[src/rtl/dopt_pkg.sv]
package dopt_pkg;

    // Width of a light level in whole lux.
    localparam int LUX_BITS = 17;

    localparam int DAY_W   = 24;
    localparam int CNT_W   = 16;
    localparam int DEB_W   = 8;
    localparam int ADDR_W  = 5;
    localparam int DATA_W  = 32;

    localparam logic [DAY_W-1:0]    DAY_CYCLE_RST  = DAY_W'(60000);
    localparam logic [CNT_W-1:0]    CHECK_INT_RST  = CNT_W'(10000);
    localparam logic [CNT_W-1:0]    VALVE_OPEN_RST = CNT_W'(2000);
    localparam logic [CNT_W-1:0]    LONG_PRESS_RST = CNT_W'(3000);
    localparam logic [CNT_W-1:0]    SHORT_MAX_RST  = CNT_W'(500);
    localparam logic [DEB_W-1:0]    DEBOUNCE_RST   = DEB_W'(50);
    localparam logic [CNT_W-1:0]    BLINK_HALF_RST = CNT_W'(500);
    localparam logic [LUX_BITS-1:0] THRESHOLD_RST  = LUX_BITS'(100);

    typedef enum logic [2:0] {
        REG_DAY_CYCLE  = 3'd0,
        REG_CHECK_INT  = 3'd1,
        REG_VALVE_OPEN = 3'd2,
        REG_LONG_PRESS = 3'd3,
        REG_SHORT_MAX  = 3'd4,
        REG_DEBOUNCE   = 3'd5,
        REG_BLINK_HALF = 3'd6
    } t_reg_idx;

    typedef enum logic [2:0] {
        M_IDLE  = 3'd0,
        M_DEB   = 3'd1,
        M_HOLD  = 3'd2,
        M_WREL  = 3'd3,
        M_CAL   = 3'd4,
        M_CALP  = 3'd5,
        M_PULSE = 3'd6
    } t_mode;

    typedef enum logic [2:0] {
        EV_NONE    = 3'd0,
        EV_FIRED   = 3'd1,
        EV_SKIPPED = 3'd2,
        EV_BELOW   = 3'd3,
        EV_MANUAL  = 3'd4,
        EV_CAL_IN  = 3'd5,
        EV_SAVED   = 3'd6
    } t_event;

    typedef struct packed {
        logic [DAY_W-1:0] day_cycle;
        logic [CNT_W-1:0] check_int;
        logic [CNT_W-1:0] valve_open;
        logic [CNT_W-1:0] long_press;
        logic [CNT_W-1:0] short_max;
        logic [DEB_W-1:0] debounce;
        logic [CNT_W-1:0] blink_half;
    } t_cfg;

    function automatic logic [CNT_W-1:0] sat_inc(input logic [CNT_W-1:0] v);
        return (v == '1) ? v : v + CNT_W'(1);
    endfunction

endpackage

[src/rtl/dopt_regs.sv]
module dopt_regs
    import dopt_pkg::*;
(
    input  logic              i_clk,
    input  logic              i_rst_n,
    input  logic              psel,
    input  logic              penable,
    input  logic              pwrite,
    input  logic [ADDR_W-1:0] paddr,
    input  logic [DATA_W-1:0] pwdata,
    output logic [DATA_W-1:0] prdata,
    output logic              pready,
    output t_cfg              o_cfg
);

    t_cfg     r_cfg;
    logic     wr_en;
    t_reg_idx idx;

    assign pready = 1'b1;
    assign wr_en  = psel && penable && pwrite;
    assign idx    = t_reg_idx'(paddr[ADDR_W-1:2]);

    always_ff @(posedge i_clk) begin
        if (!i_rst_n) begin
            r_cfg.day_cycle  <= DAY_CYCLE_RST;
            r_cfg.check_int  <= CHECK_INT_RST;
            r_cfg.valve_open <= VALVE_OPEN_RST;
            r_cfg.long_press <= LONG_PRESS_RST;
            r_cfg.short_max  <= SHORT_MAX_RST;
            r_cfg.debounce   <= DEBOUNCE_RST;
            r_cfg.blink_half <= BLINK_HALF_RST;
        end else if (wr_en) begin
            case (idx)
                REG_DAY_CYCLE:  r_cfg.day_cycle  <= pwdata[DAY_W-1:0];
                REG_CHECK_INT:  r_cfg.check_int  <= pwdata[CNT_W-1:0];
                REG_VALVE_OPEN: r_cfg.valve_open <= pwdata[CNT_W-1:0];
                REG_LONG_PRESS: r_cfg.long_press <= pwdata[CNT_W-1:0];
                REG_SHORT_MAX:  r_cfg.short_max  <= pwdata[CNT_W-1:0];
                REG_DEBOUNCE:   r_cfg.debounce   <= pwdata[DEB_W-1:0];
                REG_BLINK_HALF: r_cfg.blink_half <= pwdata[CNT_W-1:0];
                default: ;
            endcase
        end
    end

    always_comb begin
        prdata = '0;
        case (idx)
            REG_DAY_CYCLE:  prdata = DATA_W'(r_cfg.day_cycle);
            REG_CHECK_INT:  prdata = DATA_W'(r_cfg.check_int);
            REG_VALVE_OPEN: prdata = DATA_W'(r_cfg.valve_open);
            REG_LONG_PRESS: prdata = DATA_W'(r_cfg.long_press);
            REG_SHORT_MAX:  prdata = DATA_W'(r_cfg.short_max);
            REG_DEBOUNCE:   prdata = DATA_W'(r_cfg.debounce);
            REG_BLINK_HALF: prdata = DATA_W'(r_cfg.blink_half);
            default:        prdata = '0;
        endcase
    end

    assign o_cfg = r_cfg;

endmodule

[src/rtl/dopt_core.sv]
module dopt_core
    import dopt_pkg::*;
(
    input  logic                i_clk,
    input  logic                i_rst_n,
    input  t_cfg                i_cfg,
    input  logic                i_valid,
    output logic                o_stall,
    input  logic [LUX_BITS-1:0] i_light_lux,
    input  logic                i_button_down,
    output logic                o_valid,
    input  logic                i_stall,
    output logic                o_relay_on,
    output logic                o_led_on,
    output logic                o_manual_on,
    output logic                o_done_today,
    output logic [LUX_BITS-1:0] o_threshold_now,
    output logic [2:0]          o_event_code
);

    // Input stage.
    logic                r_in_valid;
    logic [LUX_BITS-1:0] r_in_lux;
    logic                r_in_btn;

    // Controller state.
    logic [DAY_W-1:0]    r_day_count,   n_day_count;
    logic [CNT_W-1:0]    r_check_count, n_check_count;
    t_mode               r_mode,        n_mode;
    logic [CNT_W-1:0]    r_phase_count, n_phase_count;
    logic [CNT_W-1:0]    r_blink_count, n_blink_count;
    logic                r_blink_level, n_blink_level;
    logic                r_fired_today, n_fired_today;
    logic                r_manual_mode, n_manual_mode;
    logic [LUX_BITS-1:0] r_threshold,   n_threshold;

    // Result stage.
    logic                r_out_valid;
    logic                r_out_relay,   n_out_relay;
    logic                r_out_led,     n_out_led;
    t_event              r_out_event,   n_out_event;

    logic                move;
    logic                pulse;
    logic                accept;

    // The input stage advances when the result register is empty or drained.
    assign move    = r_in_valid && (!r_out_valid || !i_stall);
    assign o_stall = r_in_valid && !move;
    assign accept  = i_valid && !o_stall;

    always_ff @(posedge i_clk) begin
        if (!i_rst_n) begin
            r_in_valid <= 1'b0;
        end else if (accept) begin
            r_in_valid <= 1'b1;
        end else if (move) begin
            r_in_valid <= 1'b0;
        end
    end

    always_ff @(posedge i_clk) begin
        if (accept) begin
            r_in_lux <= i_light_lux;
            r_in_btn <= i_button_down;
        end
    end

    always_comb begin
        n_day_count   = r_day_count;
        n_check_count = sat_inc(r_check_count);
        n_mode        = r_mode;
        n_phase_count = r_phase_count;
        n_blink_count = r_blink_count;
        n_blink_level = r_blink_level;
        n_fired_today = r_fired_today;
        n_manual_mode = r_manual_mode;
        n_threshold   = r_threshold;
        n_out_event   = EV_NONE;
        pulse         = 1'b0;

        // The day counter runs in every mode.
        if ({1'b0, r_day_count} + (DAY_W+1)'(1) >= {1'b0, i_cfg.day_cycle}) begin
            n_day_count   = '0;
            n_fired_today = 1'b0;
        end else begin
            n_day_count = r_day_count + DAY_W'(1);
        end

        case (r_mode)
            M_DEB: begin
                n_phase_count = sat_inc(r_phase_count);
                if (n_phase_count >= {{(CNT_W-DEB_W){1'b0}}, i_cfg.debounce}) begin
                    n_mode        = M_HOLD;
                    n_phase_count = '0;
                end
            end
            M_HOLD: begin
                if (r_in_btn) begin
                    n_phase_count = sat_inc(r_phase_count);
                    if (n_phase_count >= i_cfg.long_press) begin
                        n_mode      = M_WREL;
                        n_out_event = EV_CAL_IN;
                    end
                end else begin
                    if (r_phase_count < i_cfg.short_max) begin
                        n_manual_mode = !r_manual_mode;
                        n_out_event   = EV_MANUAL;
                    end
                    n_mode = M_IDLE;
                end
            end
            M_WREL: begin
                if (!r_in_btn) begin
                    n_mode        = M_CAL;
                    n_blink_count = '0;
                    n_blink_level = 1'b0;
                end
            end
            M_CAL: begin
                if (r_in_btn) begin
                    n_mode        = M_CALP;
                    n_blink_level = 1'b0;
                end else begin
                    n_blink_count = sat_inc(r_blink_count);
                    if (n_blink_count >= i_cfg.blink_half) begin
                        n_blink_level = !r_blink_level;
                        n_blink_count = '0;
                    end
                end
            end
            M_CALP: begin
                if (!r_in_btn) begin
                    n_threshold   = r_in_lux;
                    n_out_event   = EV_SAVED;
                    n_check_count = '0;
                    n_mode        = M_IDLE;
                end
            end
            M_PULSE: begin
                if (r_phase_count >= i_cfg.valve_open) begin
                    n_mode = M_IDLE;
                end else begin
                    n_phase_count = sat_inc(r_phase_count);
                    pulse         = 1'b1;
                end
            end
            default: begin
                n_mode = M_IDLE;
                if (n_check_count >= i_cfg.check_int) begin
                    n_check_count = '0;
                    if (r_in_lux >= r_threshold) begin
                        // A day rollover on this same tick has already cleared the flag.
                        if (!n_fired_today) begin
                            n_fired_today = 1'b1;
                            n_out_event   = EV_FIRED;
                            n_mode        = M_PULSE;
                            n_phase_count = CNT_W'(1);
                            pulse         = 1'b1;
                        end else begin
                            n_out_event = EV_SKIPPED;
                        end
                    end else begin
                        n_out_event = EV_BELOW;
                    end
                end
                if (!pulse && r_in_btn) begin
                    n_mode        = M_DEB;
                    n_phase_count = '0;
                end
            end
        endcase

        n_out_relay = pulse || n_manual_mode;
        if (pulse) begin
            n_out_led = 1'b1;
        end else if (n_mode == M_CAL) begin
            n_out_led = n_blink_level;
        end else begin
            n_out_led = n_manual_mode;
        end
    end

    always_ff @(posedge i_clk) begin
        if (!i_rst_n) begin
            r_day_count   <= '0;
            r_check_count <= '0;
            r_mode        <= M_IDLE;
            r_phase_count <= '0;
            r_blink_count <= '0;
            r_blink_level <= 1'b0;
            r_fired_today <= 1'b0;
            r_manual_mode <= 1'b0;
            r_threshold   <= THRESHOLD_RST;
        end else if (move) begin
            r_day_count   <= n_day_count;
            r_check_count <= n_check_count;
            r_mode        <= n_mode;
            r_phase_count <= n_phase_count;
            r_blink_count <= n_blink_count;
            r_blink_level <= n_blink_level;
            r_fired_today <= n_fired_today;
            r_manual_mode <= n_manual_mode;
            r_threshold   <= n_threshold;
        end
    end

    always_ff @(posedge i_clk) begin
        if (!i_rst_n) begin
            r_out_valid <= 1'b0;
        end else if (move) begin
            r_out_valid <= 1'b1;
        end else if (!i_stall) begin
            r_out_valid <= 1'b0;
        end
    end

    always_ff @(posedge i_clk) begin
        if (move) begin
            r_out_relay <= n_out_relay;
            r_out_led   <= n_out_led;
            r_out_event <= n_out_event;
        end
    end

    // The flag, mode and threshold outputs are the state the last item left.
    assign o_valid         = r_out_valid;
    assign o_relay_on      = r_out_relay;
    assign o_led_on        = r_out_led;
    assign o_manual_on     = r_manual_mode;
    assign o_done_today    = r_fired_today;
    assign o_threshold_now = r_threshold;
    assign o_event_code    = r_out_event;

    a_fired_drives: assert property (@(posedge i_clk) disable iff (!i_rst_n)
        (r_out_valid && r_out_event == EV_FIRED) |->
            (r_out_relay && r_out_led && r_fired_today && r_mode == M_PULSE))
        else $error("fired item without relay pulse");

    a_saved_restarts: assert property (@(posedge i_clk) disable iff (!i_rst_n)
        (move && r_mode == M_CALP && !r_in_btn) |=>
            (r_check_count == '0 && r_threshold == $past(r_in_lux)))
        else $error("threshold save did not restart the check interval");

    a_cal_entered: assert property (@(posedge i_clk) disable iff (!i_rst_n)
        (r_out_valid && r_out_event == EV_CAL_IN) |-> (r_mode == M_WREL))
        else $error("calibration event without wait-release mode");

    a_hold_on_stall: assert property (@(posedge i_clk) disable iff (!i_rst_n)
        (r_out_valid && i_stall) |=> $stable(r_mode) && $stable(r_day_count))
        else $error("state advanced while the result was stalled");

endmodule

[src/rtl/daylight_once_per_day_trigger.sv]
// Channel   | Handshake          | Payload
// ----------+--------------------+------------------------------------------------
// input     | i_valid / o_stall  | i_light_lux, i_button_down (one tick per item)
// result    | o_valid / i_stall  | o_relay_on, o_led_on, o_manual_on, o_done_today,
//           |                    | o_threshold_now, o_event_code
// config    | APB psel/penable   | paddr, pwdata, prdata, pready (seven registers)
//
// An item is registered on acceptance, and its result when the input stage advances,
// so one item can be accepted in every cycle while o_stall stays low.
// The controller state and the result register are written together by one pass of
// combinational logic: a few counter increments and compares.
// Reset is synchronous and active low; it loads the register defaults and clears the
// controller to idle with a threshold of 100 lux.
// A stall on the result side holds the result; the input register still takes one
// more item, after which o_stall rises until the result drains.
module daylight_once_per_day_trigger
    import dopt_pkg::*;
(
    input  logic                i_clk,
    input  logic                i_rst_n,
    input  logic                psel,
    input  logic                penable,
    input  logic                pwrite,
    input  logic [ADDR_W-1:0]   paddr,
    input  logic [DATA_W-1:0]   pwdata,
    output logic [DATA_W-1:0]   prdata,
    output logic                pready,
    input  logic                i_valid,
    output logic                o_stall,
    input  logic [LUX_BITS-1:0] i_light_lux,
    input  logic                i_button_down,
    output logic                o_valid,
    input  logic                i_stall,
    output logic                o_relay_on,
    output logic                o_led_on,
    output logic                o_manual_on,
    output logic                o_done_today,
    output logic [LUX_BITS-1:0] o_threshold_now,
    output logic [2:0]          o_event_code
);

    // Register file view shared with the controller.
    t_cfg cfg;

    dopt_regs u_regs (
        .i_clk   (i_clk),
        .i_rst_n (i_rst_n),
        .psel    (psel),
        .penable (penable),
        .pwrite  (pwrite),
        .paddr   (paddr),
        .pwdata  (pwdata),
        .prdata  (prdata),
        .pready  (pready),
        .o_cfg   (cfg)
    );

    // The controller holds the day, check, press and blink counters, the mode, the
    // once-per-day flag, manual mode and the stored threshold.
    dopt_core u_core (
        .i_clk           (i_clk),
        .i_rst_n         (i_rst_n),
        .i_cfg           (cfg),
        .i_valid         (i_valid),
        .o_stall         (o_stall),
        .i_light_lux     (i_light_lux),
        .i_button_down   (i_button_down),
        .o_valid         (o_valid),
        .i_stall         (i_stall),
        .o_relay_on      (o_relay_on),
        .o_led_on        (o_led_on),
        .o_manual_on     (o_manual_on),
        .o_done_today    (o_done_today),
        .o_threshold_now (o_threshold_now),
        .o_event_code    (o_event_code)
    );

endmodule
[config.mk]
export PLATFORM = sky130hd
export DESIGN_NAME = daylight_once_per_day_trigger
export DESIGN_NICKNAME = d
export VERILOG_FILES = /design/src/rtl/dopt_pkg.sv /design/src/rtl/dopt_regs.sv /design/src/rtl/dopt_core.sv /design/src/rtl/daylight_once_per_day_trigger.sv
export SDC_FILE = /design/constraint.sdc
export NUM_CORES = 1
export LEC_CHECK = 0
export BUFFER_PORTS_ARGS = -buffer_cell sky130_fd_sc_hd__buf_4
export CORE_MARGIN = 3
export CORE_UTILIZATION = 35
export CTS_CLUSTER_DIAMETER = 150
export DETAILED_ROUTE_END_ITERATION = 7
export PLACE_DENSITY = 0.6
export REMOVE_ABC_BUFFERS = 1
export SLEW_MARGIN = 25
export SYNTH_ARGS = -nofsm -noshare
export SYNTH_HDL_FRONTEND = slang
export SYNTH_SLANG_ARGS = --single-unit
[constraint.sdc]
create_clock -name i_clk -period 4.06 [get_ports i_clk]
set_input_delay 0.812 -clock i_clk [delete_from_list [all_inputs] [get_ports i_clk]]
set_output_delay 0.812 -clock i_clk [all_outputs]
set_load 0.05 [all_outputs]
Yosys cells after proc, flatten, opt, wreduce, memory -nomap -nowiden
Index checks and enable logic that the tools add are counted.
{ "totals": {"wordCells": 157, "ff_bits": 232, "out_inout_bits": 59, "in_bits": 62} }
{ "classes": {"n_bitwise": 2, "muxes": 62, "n_addsub": 5, "n_lt_le_gt_ge": 8, "n_reduce_logical": 35, "eq_ne": 22} }
{ "ops": {"columns": ["operator", "n"], "rows": [
  ["16-bit 2-to-1 mux", 15],
  ["24-bit one-hot mux with 7 select lines", 1],
  ["16-bit >= comparator", 4],
  ["16-bit one-hot mux with 2 select lines", 2],
  ["16-bit one-hot mux with 4 select lines", 1],
  ["16-bit by 1-bit adder with 16-bit output (second input constant)", 3],
  ["16-bit == test (second input constant)", 3],
  ["3-bit 2-to-1 mux", 16],
  ["24-bit by 1-bit adder with 25-bit output (second input constant)", 1],
  ["25-bit by 24-bit >= comparator with 1-bit output", 1],
  ["24-bit by 1-bit adder with 24-bit output (second input constant)", 1],
  ["24-bit 2-to-1 mux", 1],
  ["3-bit == test (second input constant)", 7],
  ["1-bit 2-to-1 mux", 20],
  ["3-bit one-hot mux with 6 select lines", 1],
  ["17-bit >= comparator", 1],
  ["16-bit by 8-bit >= comparator with 1-bit output", 1],
  ["16-bit less-than comparator", 1],
  ["2-bit AND reduction", 7],
  ["3-bit by 2-bit == test with 1-bit output (second input constant)", 4],
  ["5-bit nonzero test", 2],
  ["5-bit OR reduction", 2],
  ["3-bit one-hot mux with 3 select lines", 1],
  ["1-bit zero test", 7],
  ["other kinds (17)", 31]
]} }

Logic depth before layout (Yosys ltp)
Gate-level depths: netlist (run 1).
{ "logic_depth": {"word_depth": 13, "mapped_depth": 19, "mapped_depth_nobuf": 16} }

By module
From an unflattened synthesis (run 1), not the netlist that was laid out.
{ "unflattened": {"hier_cells": 1768, "area_unflattened_um2": 14747.9} }
{ "modules_own_cells": {"columns": ["module", "seq_area_each_um2", "area_per_inst_um2", "instances", "cells_per_inst"], "rows": [
  ["dopt_core", 2632.5, 9477.8, 1, 1193],
  ["dopt_regs", 2242.2, 5270.1, 1, 575]
]} }

Worst setup path before layout (run 1)
No wires, ideal clock.
{ "synth_timing": {"path_type": "register to register", "startpoint": "register u_core.r_check_count[4]", "endpoint": "register u_core.r_check_count[5]", "path_buffers": 3, "t_arrival_ns": 4.183, "required_time_ns": 3.969, "stages_incl_launch_ff": 20, "path_slack_ns": -0.214, "path_cell_list": "dfxtp_1 -> buf_2 -> and4_1 -> nand3_1 -> or4_1 -> buf_2 -> and3_4 -> and3_1 -> and4_1 -> xor2_1 -> ha_1 -> a21o_1 -> a21oi_1 -> o221ai_1 -> a21oi_1 -> or2_2 -> and3_1 -> clkbuf_1 -> nand2_1 -> a311oi_1"} }
{ "synth_via": {"elab_chain_cells": 5} }
{ "synth_lines": {"columns": ["element", "line_no", "source"], "rows": [
  ["start, declared", "dopt_core.sv:28", "logic [CNT_W-1:0] r_check_count, n_check_count;"],
  ["start signal, assigned", "dopt_core.sv:197", "r_check_count <= n_check_count;"],
  ["16-bit by 1-bit adder with 16-bit output or 16-bit == test (tied branches)", "dopt_pkg.sv:62", "return (v == '1) ? v : v + CNT_W'(1);"],
  ["16-bit 2-to-1 mux *", "dopt_pkg.sv:62", null],
  ["16-bit >= comparator", "dopt_core.sv:150", "if (n_check_count >= i_cfg.check_int) begin"],
  ["16-bit 2-to-1 mux", "dopt_core.sv:150", null],
  ["16-bit one-hot mux with 2 select lines *", "dopt_core.sv:90", "case (r_mode)"]
]} }
Every way passes the cells marked *; elsewhere a longest branch is shown, timed or not.
A chain may end at the register's enable or synchronous reset.

Worst setup path in the final report (run 1)
{ "layout_timing": {"startpoint": "register u_core.r_check_count[7]", "endpoint": "register u_core.r_out_led, in the netlist u_core.o_led_on (data pin)"} }
{ "layout_via": {"elab_chain_cells": 11} }
{ "layout_lines": {"columns": ["element", "line_no", "source"], "rows": [
  ["16-bit by 1-bit adder with 16-bit output or 16-bit == test (tied branches)", "dopt_pkg.sv:62", null],
  ["16-bit 2-to-1 mux *", "dopt_pkg.sv:62", null],
  ["16-bit >= comparator *", "dopt_core.sv:150", null],
  ["1-bit 2-to-1 mux", "dopt_core.sv:150", null],
  ["1-bit 2-to-1 mux", "dopt_core.sv:90", null],
  ["1-bit zero test", "dopt_core.sv:167", "if (!pulse && r_in_btn) begin"],
  ["1-bit logical AND", "dopt_core.sv:167", null],
  ["3-bit 2-to-1 mux", "dopt_core.sv:167", null],
  ["3-bit one-hot mux with 6 select lines", "dopt_core.sv:90", null],
  ["3-bit == test", "dopt_core.sv:177", "end else if (n_mode == M_CAL) begin"],
  ["1-bit 2-to-1 mux", "dopt_core.sv:177", null],
  ["end signal, assigned", "dopt_core.sv:221", "r_out_led <= n_out_led;"],
  ["end, declared", "dopt_core.sv:40", "logic r_out_led, n_out_led;"]
]} }
Every way passes the cells marked *; elsewhere a longest branch is shown, timed or not. The select of a mux whose other input is x is not followed.

==> results of run 1 <==
[layout make-up]
type,instances,area (µm²)
clock inverter,19,248
multi-input combinational,1346,8780
inverter,138,520
fill,3954,23000
timing repair buffer,191,1470
tap,525,657
clock buffer,32,746
sequential,232,4880
[stage by stage]
stage / power, W / setup TNS (ns) / cells / hold slack (ns)
2_1_floorplan: 0.00266 / -2.00 / 1716 / 0.436
3_3_place_gp: 0.00287 / -1.70 / 2429 / 0.442
3_5_place_dp: 0.00288 / -1.96 / 2429 / 0.448
4_1_cts: 0.00561 / 0 / 2480 / 0.399
5_1_grt: 0.00574 / -0.0429 / 2483 / 0.410
6_report: 0.00556 / 0 / 2483 / 0.426
[kinds of logic (layout without fill, tap and decap cells)]
kind of cell,after synthesis,in the layout,synth area share [%]
flops,232,232,33.8
other cells,2,9,0.0520
fa+ha+maj,132,132,11.4
mux,37,37,3.20
compound gates,444,444,19.7
simple gates,669,669,21.8
buf+inv,239,380,6.76
xor+xnor,55,55,3.34
[synthesized netlist by cell type, types with 8 or more instances]
library cell	number
nand2_1	318
dfxtp_1	209
a21oi_1	170
inv_1	138
ha_1	132
nor2_1	111
o21ai_0	79
clkbuf_1	71
o211ai_1	52
nand3_1	46
xnor2_1	34
nand4_1	30
nand2b_1	26
nor3_1	26
mux2i_1	24
edfxtp_1	23
xor2_1	21
and2_1	20
and3_1	19
nor2b_1	19
a31oi_1	18
a21o_1	17
a22oi_1	16
buf_1	12
buf_4	11
and4_1	10
nor4_1	10
o22ai_1	10
a211oi_1	9
a32o_1	9
o21a_1	9
nand3b_1	8
[state kept, by name, summed over array words and instances (netlist names), 16 cells and up]
| register | flops |
|---|---|
| u_core.o_threshold_now | 17 |
| u_core.r_blink_count | 16 |
| u_core.r_check_count | 16 |
| u_core.r_day_count | 24 |
| u_core.r_in_lux | 17 |
| u_core.r_phase_count | 16 |
| u_regs.o_cfg | 112 |
[worst register-to-register path: stages, from the launching register on]
cell and delay [ns]:
dfxtp_2 0.33, and4_4 0.22, nand3_2 0.08, or4_4 0.52, and3_4 0.21, and3_4 0.20
and3_4 0.20, xnor2_2 0.13, ha_1 0.29, and4_1 0.24, a21oi_2 0.07, o221ai_2 0.19
a21oi_2 0.07, or2_2 0.34, o32ai_2 0.26, buf_4 0.16, nor3_1 0.05, a22oi_1 0.14
[timing repair]
| action | CTS | global route |
|---|---|---|
| gates resized for setup | 4 | 37 |
| setup endpoints to repair | 25 | 52 |
| pin swaps | 0 | 12 |
| setup buffers | 0 | 2 |
| gates cloned | 0 | 1 |
[report_power, final]
part / internal (W) / switching, W / leakage (nW)
combinational: 0.000155 / 0.000319 / 4.78
clock: 0.00164 / 0.00108 / 0.494
sequential: 0.00234 / 0.0000222 / 1.91
[layer usage]
metal	vias to the layer above	wire, µm	track usage (%)
li1	6599	-	-
met1	6394	20400	28.0
met4	0	1280	5.68
met2	533	20600	32.4
met5	-	0	0
met3	74	4330	4.98
[path summary, 6_finish.rpt]
check | startpoint | slack (ns) | endpoint
setup / recovery | u_core.r_check_count[7] | 0.16 | u_core.o_led_on
hold / removal | i_light_lux[7] | 0.43 | u_core.r_in_lux[7]
setup reg to reg | u_core.r_check_count[7] | 0.16 | u_core.o_led_on
hold reg to reg | u_regs.o_cfg[27] | 0.46 | u_regs.o_cfg[27]
==> impl_results.md, run 1 <==
* Max VDD drop at 0.000329 V
* Max-Cap Viols at 0
* Worst-Margin Slew at around 0.97 ns
* Place WS at -0.219 ns
* RSZ-0062 raised after global routing: true
* Congestion Overflow GR at 0
* First-pass GRT wire length at 72.2 mm
* Via count at about 14k
* Num Clock Sinks at between 200 and 250
* Vias in the first global route at around 13k
* Prevailing post-synth register cell: dfxtp_1
* WL per Instance at 18.8 µm
* Worst setup SP type: register
* Hold buffer count at CTS at 0
* Largest net degree at the start of global routing at between 60 and 70
* Total power density per cell area at 321 nW/µm²
* Initial antenna violation count at 0
* Drt pass-1 iters at 5
* GRT Util Overall at approximately a fifth
* CTS root buffer: clkbuf_16
* Number of synthesized flops with an enable pin at 23
* Endpoints failing setup at 0
* Gpl congestion at ~0.9
* Die area at approximately 44000 µm²
* Relative slew slack at 34.8%
* Dpl cell area at roughly 16000 µm²
* Die Span Y at between 200 and 250 µm
* Fmax at roughly 260 MHz
* Critical path's top delay family: simple AND/OR/NAND/NOR gates
* Clock buffer depth at 3
* Kind of critical path: register to register
* Initial core utilization at a little over a third
* Most frequent CP cell: and3_4
* Via density at between 5 and 6
* Std-Cell Rows at between 70 and 80
* Final setup margin at about 0.16 ns
* Fraction of layout cells with a size suffix above 1 at roughly 16%
* Die Width at approximately 210 µm
* 1st-iter DRT viols at about 1.3k
* PortBufs at 101
* CP arrival at 4.30 ns
* Detail Placement HPWL at 34.5 mm
* Fraction of registers with async set/reset at 0%
* WP depth at 17
* Worst-path cell chain: and4_4 -> nand3_2 -> or4_4 -> and3_4 -> and3_4 -> and3_4 -> xnor2_2 -> ha_1 -> and4_1 -> a21oi_2 -> o221ai_2 -> a21oi_2 -> or2_2 -> o32ai_2 -> buf_4 -> nor3_1 -> a22oi_1
* DRC at 0
* Buf+Inv Stages, Crit Path at 1
* Layout Skew at around 0.033 ns
* Synthesized cell area at 14400 µm²
* Syn. warnings at 0
* Synthesized area per cell at roughly 8.0 µm²
* TritonCTS buffer count at 28
* Worst min path class: input port to register
* Tcrit/Tclk final at a little under 100%
* Number of distinct library cells after synthesis at 82
* CP max stage delay at 0.52 ns
* Commonest cells after routing, fill and taps aside: 318 x nand2_1, 204 x dfxtp_1, 187 x buf_4
* CP Data Required Time at between 4 and 5 ns
* Synth area leader: dfxtp_1
* Fin util at a little over two fifths
* ANT nets after route at 0
* Worst Reg-to-Reg Cells at 17
* Final #Nets at about 2.1k
* Final instance area at 17300 µm²
* Setup crit end kind: register
* Worst-path maximum fanout at 4
* ANT cells at 0
* Synthesized instance count at around 1.8k
* Max stage delay cell, worst path: or4_4
* Synth top area cells: dfxtp_1 29%, ha_1 11%, nand2_1 8.3%
* Count of pins over their slew limit at 0
* Leakage power at approximately 7.2 nW
* Reg clk slew, reported paths at 0.06 ns
* Top-level I/O count at ~120
* Sequential share of the synthesized area at between 30% and 40%
* Minimum clock period at 3.90 ns
* WL final at 46.6 mm
* CTS tree: built
* Hold Path Cell Cnt at 1
* Worst-Skew Late Latency at 0.58 ns
* CORE AREA at roughly 40000 µm²
* Most common cell after layout, fill and taps aside: nand2_1
* Htree depth at 1
* Area Growth Syn to Fin at 19.8%
* Status: finished clean
* Top cell type's share of synthesized area at between 20% and 30%
* Final Hold Vio Count at 0
* Register bit total from synthesis at between 200 and 250
Power figures use the tool's default switching activity.
==> run 2, diff against run 1 <==
--- a/config.mk
+++ b/config.mk
@@ -12,6 +12,7 @@
 export DETAILED_ROUTE_END_ITERATION = 7
 export PLACE_DENSITY = 0.6
 export REMOVE_ABC_BUFFERS = 1
+export SETUP_SLACK_MARGIN = 0.3
 export SLEW_MARGIN = 25
 export SYNTH_ARGS = -nofsm -noshare
 export SYNTH_HDL_FRONTEND = slang
==> impl_results.md, run 2 (same netlist as run 1, synthesis figures left out) <==
* Worst setup SP type: register
* DRC at 0 (unchanged)
* Kind of critical path: register to register
* TritonCTS buffer count at 28 (unchanged)
* Final Hold Vio Count at 0 (unchanged)
* Fill count at 3927 (-0.68%)
* Count of pins over their slew limit at 0 (unchanged)
* 1st-iter DRT viols at 1256 (-6.3%)
* Final instance area at 17800 µm² (+2.7%)
* Worst min path class: input port to register
* WL per Instance at 18.8 µm (+0.28%)
* Die Span Y at 209 µm (unchanged)
* CP Data Required Time at 4.54 ns (+0.08 ns)
* Layout Skew at 0.0323 ns (-0.000831 ns)
* CP arrival at 4.18 ns (-0.12 ns)
* Max VDD drop at 0.000327 V (-0.34%)
* Fraction of layout cells with a size suffix above 1 at 19.7% (+3.7 points)
* Fmax at 270 MHz (+5.4%)
* WL final at 47.1 mm (+1.1%)
* Area of the multi-input gates at 9050 µm² (+3.0%)
* Top-level I/O count at 121 (unchanged)
* Final #Nets at 2151 (+0.94%)
* CP max stage delay at 0.43 ns (-0.09 ns)
* Net Sw Frac at 25.6% (+0.051 points)
* Worst-Margin Slew at 0.937 ns (-0.0313 ns)
* Initial core utilization at 35.8% (unchanged)
* Register-to-register setup slack at 0.36 ns (+0.20 ns)
* Via density at 5.48 (+0.11%)
* CORE AREA at 40300 µm² (unchanged)
* ANT cells at 0 (unchanged)
* Reg clk slew, reported paths at 0.06 ns (about the same)
* GR Util met3 at 4.86% (-0.12 points)
* Most frequent CP cell: and3_4
* ANT nets after route at 0 (unchanged)
* First-pass GRT wire length at 72.6 mm (+0.61%)
* Relative slew slack at 36.9% (+2.1 points)
* GRT Util Overall at 20.6% (+0.12 points)
* Vias in the first global route at 13.0k (+0.72%)
* Die area at 43700 µm² (unchanged)
* Area Growth Syn to Fin at 23.0%
* Htree depth at 1 (unchanged)
* Hold buffer count at CTS at 0 (unchanged)
* Max reg flops at 112 (unchanged)
* Setup TNS at 0 ns (unchanged)
* Tcrit/Tclk final at 91.2% (-4.9 points)
* Largest net degree at the start of global routing at 63 (unchanged)
* Detail Placement HPWL at 34.5 mm (unchanged)
* Busiest grt layer: met2
* Max-Cap Viols at 0 (unchanged)
* Clock share of power at 48.8% (about the same)
* Final Non-Filler Cells at 2503 (+0.81%)
* Congestion Overflow GR at 0 (unchanged)
* Total power density per cell area at 314 nW/µm² (-2.4%)
* Num Clock Sinks at 232 (unchanged)
* Final setup margin at 0.359 ns (+0.200 ns)
* Status: finished clean
* Initial antenna violation count at 0 (unchanged)
* Met2 Use GR at 32.6% (+0.25 points)
* Minimum clock period at 3.70 ns (-0.200 ns)
* Via count at 13.7k (+0.92%)
* RSZ-0062 raised after global routing: true
* Leakage power at 7.35 nW (+2.3%)
* Cell Int Power at 0.00414 W (+0.19%)
* Dpl cell area at 16100 µm² (unchanged)
* Placed insts at 2429 (unchanged)
* Die Width at 209 µm (unchanged)
* Met1 usage at 28.2% (+0.22 points)
* Endpoints failing setup at 0 (unchanged)
* Gpl congestion at 0.915 (unchanged)
* Critical path's top delay family: simple AND/OR/NAND/NOR gates
* Commonest cells after routing, fill and taps aside: 316 x nand2_1, 203 x buf_4, 191 x dfxtp_1
* FF+latch area at 4900 µm² (+0.49%)
* Psw at 0.00143 W (+0.46%)
* CTS root buffer: clkbuf_16
* WHS at 0.426 ns (-0.000109 ns)
* Worst-path cell chain: and4_4 -> nand3_2 -> or4_4 -> and3_4 -> and3_4 -> and3_4 -> xnor2_2 -> ha_1 -> a21o_1 -> a21oi_2 -> o221ai_2 -> a21oi_2 -> buf_6 -> o211ai_1 -> buf_4 -> buf_4 -> nor2b_1 -> o21ai_0 -> a21oi_1
* Most common cell after layout, fill and taps aside: nand2_1
* Drt pass-1 iters at 5 (unchanged)
* Std-Cell Rows at 73 (unchanged)
* CTS tree: built
* Place WS at -0.219 ns (unchanged)
* Setup crit end kind: register
* Comb power frac at 8.7% (+0.2 points)
* Worst-path maximum fanout at 8 (+4)
* Worst-Skew Late Latency at 0.58 ns (about the same)
* PortBufs at 101 (unchanged)
* Buf+Inv Stages, Crit Path at 3 (+2)
* Max stage delay cell, worst path: or4_4
* Sequential share of power at 42.4% (-0.2 points)
* Clock buffer depth at 3 (unchanged)
-- run 2: what timing repair did --
action / in CTS / in global routing
pin swaps: 18 / 34
gates resized for setup: 39 / 83
setup buffers: 7 / 16
endpoints found under the setup margin: 53 / 70
-- run 2: layer usage --
layer | routed length (µm) | share of wire (%)
met1 | 20600 | 44
met4 | 1300 | 2.8
met5 | 0 | 0
met2 | 20900 | 44
met3 | 4290 | 9.1
-- run 2: worst reg2reg max path: cells and delay by family (launching register included) --
kind            cells  cell delay, ns
buf+inv             3            0.50
xor+xnor            1            0.13
flops               1            0.34
simple gates        7            1.40
fa+ha+maj           1            0.29
compound gates      7            0.95
-- run 2: final timing paths --
check | startpoint | to | depth (start not counted)
min | i_light_lux[7] | u_core.r_in_lux[7] | 1
max reg2reg | u_core.r_check_count[7] | u_core.r_check_count[4] | 19
max | u_core.r_check_count[7] | u_core.r_check_count[4] | 19
min reg2reg | u_regs.o_cfg[27] | u_regs.o_cfg[27] | 2
-- run 2: power groups by stage --
stage / clock network (W) / registers, W / logic (W)
global placement: 0 / 0.00241 / 0.000460
finish: 0.00272 / 0.00237 / 0.000487
global route: 0.00286 / 0.00237 / 0.000525
floorplan: 0 / 0.00242 / 0.000235
CTS: 0.00277 / 0.00237 / 0.000472
detailed placement: 0 / 0.00242 / 0.000464
-- run 2: layout make-up --
cell class	instances	share of cell area [%]
flip-flops and latches	232	27.6
multi-input cells	1346	50.9
inverters	138	2.93
clock buffers	32	4.20
clock inverters	19	1.39
repair buffers	211	9.23
well taps	525	3.70
-- run 2: per-stage QoR --
| stage | util, % | total power, W |
|---|---|---|
| final | 44.1 | 0.00557 |
| after global routing | 44.1 | 0.00575 |
| after CTS | 43.0 | 0.00561 |
| after detailed placement | 40.0 | 0.00288 |
| after global placement | 40.0 | 0.00287 |
| after floorplan | - | 0.00266 |
==> run 3, diff against run 2 <==
--- a/config.mk
+++ b/config.mk
@@ -6,6 +6,7 @@
 export NUM_CORES = 1
 export LEC_CHECK = 0
 export BUFFER_PORTS_ARGS = -buffer_cell sky130_fd_sc_hd__buf_4
+export CORE_ASPECT_RATIO = 2
 export CORE_MARGIN = 3
 export CORE_UTILIZATION = 35
 export CTS_CLUSTER_DIAMETER = 150
==> impl_results.md, run 3 (same netlist as run 1, synthesis figures left out) <==
* Status: finished clean
* CP arrival at 4.23 ns (+0.05 ns)
* Worst setup SP type: register
* CTS tree: built
* 1st-iter DRT viols at 740 (-41%)
* Buf+Inv Stages, Crit Path at 3 (unchanged)
* Commonest cells after routing, fill and taps aside: 316 x nand2_1, 239 x buf_4, 195 x dfxtp_1
* Final setup margin at 0.312 ns (-0.0470 ns)
* CP max stage delay at 0.54 ns (+0.11 ns)
* Congestion Overflow GR at 0 (unchanged)
* Std-Cell Rows at 104 (+42%)
* WL per Instance at 19.7 µm (+4.9%)
* Layout Skew at 0.0134 ns (-0.0189 ns)
* Worst-Skew Late Latency at 0.55 ns (-0.03 ns)
* Max reg flops at 112 (unchanged)
* TritonCTS buffer count at 26 (-7.1%)
* Place WS at -0.178 ns (+0.0411 ns)
* Total power at 0.00537 W (-3.7%)
* Hold Path Cell Cnt at 1 (unchanged)
* Max VDD drop at 0.000316 V (-3.4%)
* Worst min path class: input port to register
* Gpl congestion at 0.994 (+8.6%)
* Fmax at 267 MHz (-1.3%)
* Tcrit/Tclk final at 92.3% (+1.2 points)
* Detail Placement HPWL at 38.4 mm (+11%)
* Largest net degree at the start of global routing at 88 (+40%)
* First-pass GRT wire length at 76.0 mm (+4.6%)
* Fin util at 44.3% (+0.21 points)
* Dpl cell area at 16400 µm² (+1.8%)
* Worst-path maximum fanout at 5 (-3)
* Setup TNS at 0 ns (unchanged)
* Total power density per cell area at 299 nW/µm² (-4.6%)
* Area Growth Syn to Fin at 24.2%
* Relative slew slack at 31.5% (-5.4 points)
* Final instance area at 17900 µm² (+0.95%)
* CORE AREA at 40500 µm² (+0.47%)
* DRC at 0 (unchanged)
* Most common cell after layout, fill and taps aside: nand2_1
* Reg clk slew, reported paths at 0.06 ns (about the same)
* Clock buffer depth at 3 (unchanged)
* Fraction of layout cells with a size suffix above 1 at 20.5% (+0.84 points)
* Most frequent CP cell: and3_4
* Worst-Margin Slew at 1.03 ns (+0.0908 ns)
* Num Clock Sinks at 232 (unchanged)
* WL final at 50.2 mm (+6.6%)
* GRT Util Overall at 22.1% (+1.5 points)
* Final Hold Vio Count at 0 (unchanged)
* Die Span Y at 293 µm (+40%)
* Via density at 5.45 (-0.61%)
* Endpoints failing setup at 0 (unchanged)
* RSZ-0062 raised after global routing: true
* Hold buffer count at CTS at 0 (unchanged)
* Htree depth at 1 (unchanged)
* Worst-path cell chain: ha_4 -> nand3_2 -> or4_4 -> and3_4 -> and3_4 -> and3_4 -> xnor2_2 -> ha_1 -> and4_1 -> a21oi_2 -> o221ai_2 -> a21oi_2 -> buf_4 -> buf_6 -> o31a_1 -> nor2_4 -> buf_4 -> a32o_1
* Vias in the first global route at 13.9k (+6.8%)
* Fill count at 3938 (+0.28%)
* Top-level I/O count at 121 (unchanged)
* Count of pins over their slew limit at 0 (unchanged)
* Setup crit end kind: register
* Worst Reg-to-Reg Cells at 18 (-1)
* Drt pass-1 iters at 5 (unchanged)
* Via count at 13.9k (+1.1%)
* Initial antenna violation count at 1 (+1)
* Die Width at 150 µm (-28%)
* CP Data Required Time at 4.54 ns (about the same)
* Final #Nets at 2188 (+1.7%)
* WP depth at 18 (-1)
* Minimum clock period at 3.75 ns (+0.0470 ns)
* CTS root buffer: clkbuf_16
* Max-Cap Viols at 0 (unchanged)
* Die area at 43900 µm² (+0.34%)
* Leakage power at 7.47 nW (+1.6%)
* Max stage delay cell, worst path: or4_4
* Initial core utilization at 35.7% (-0.17 points)
* PortBufs at 101 (unchanged)
* Critical path's top delay family: simple AND/OR/NAND/NOR gates
* ANT nets after route at 0 (unchanged)
* Kind of critical path: register to register
-- run 3: changes by cell type in the layout (fill, tap and decap cells not counted), moves of 4 or more --
cell,delta
a22oi_1,-4
a22oi_2,+4
buf_4,+36
clkbuf_1,+5
clkinv_2,-4
dfxtp_1,+4
nor2_1,+4
nor2_2,-5
-- run 3: final timing paths --
check,from,to,slack [ns]
worst max register to register,u_core.r_check_count[1],u_core.r_phase_count[5],0.31
worst max-delay path,u_core.r_check_count[1],u_core.r_phase_count[5],0.31
worst min register to register,u_regs.o_cfg[89],u_regs.o_cfg[89],0.45
worst min-delay path,i_light_lux[8],u_core.r_in_lux[8],0.43
-- run 3: what timing repair did --
item,in CTS,in global routing
pin swaps,32,46
buffers inserted,6,16
setup endpoints to repair,55,77
gates cloned,0,2
resized for setup,48,69
-- run 3: where the power goes --
group / leakage, nW / switching, W / total [W] / internal, W
clock network: 0.435 / 0.00102 / 0.00250 / 0.00148
registers: 1.92 / 0.0000239 / 0.00237 / 0.00234
logic: 5.12 / 0.000333 / 0.000500 / 0.000167
total: 7.47 / 0.00138 / 0.00537 / 0.00399
-- run 3: area by class of cell --
class                           instances  area (µm²)  share of cell area (%)
Multi-Input combinational cell       1346        9020                    50.3
Sequential cell                       232        4890                    27.3
Timing Repair Buffer                  250        1940                    10.8
Clock buffer                           37         753                    4.20
Tap cell                              530         663                    3.70
Inverter                              138         520                    2.90
Clock inverter                         11         136                   0.761
Antenna cell                            1        2.50                  0.0140
-- run 3: stage by stage --
stage,std cells,hold WS [ns]
2_1_floorplan,1716,0.436
3_3_place_gp,2472,0.442
3_5_place_dp,2472,0.448
4_1_cts,2526,0.405
5_1_grt,2544,0.413
6_report,2545,0.433
-- run 3: routing by layer --
metal  vias to the layer above  GRT usage [%]  share of wire [%]
met5                         -              0                  0
met4                         0           15.5                8.1
met3                       158           2.62                4.2
met2                       398           42.6                 54
met1                      6612           21.2                 34
li1                       6702              -                  -
-- run 3: worst reg2reg max path: cells and delay by family, from the launching register on --
kind	cells	cell delay, ns
simple gates	7	1.49
compound gates	5	0.81
buf+inv	3	0.46
fa+ha+maj	2	0.44
flops	1	0.35
xor+xnor	1	0.13
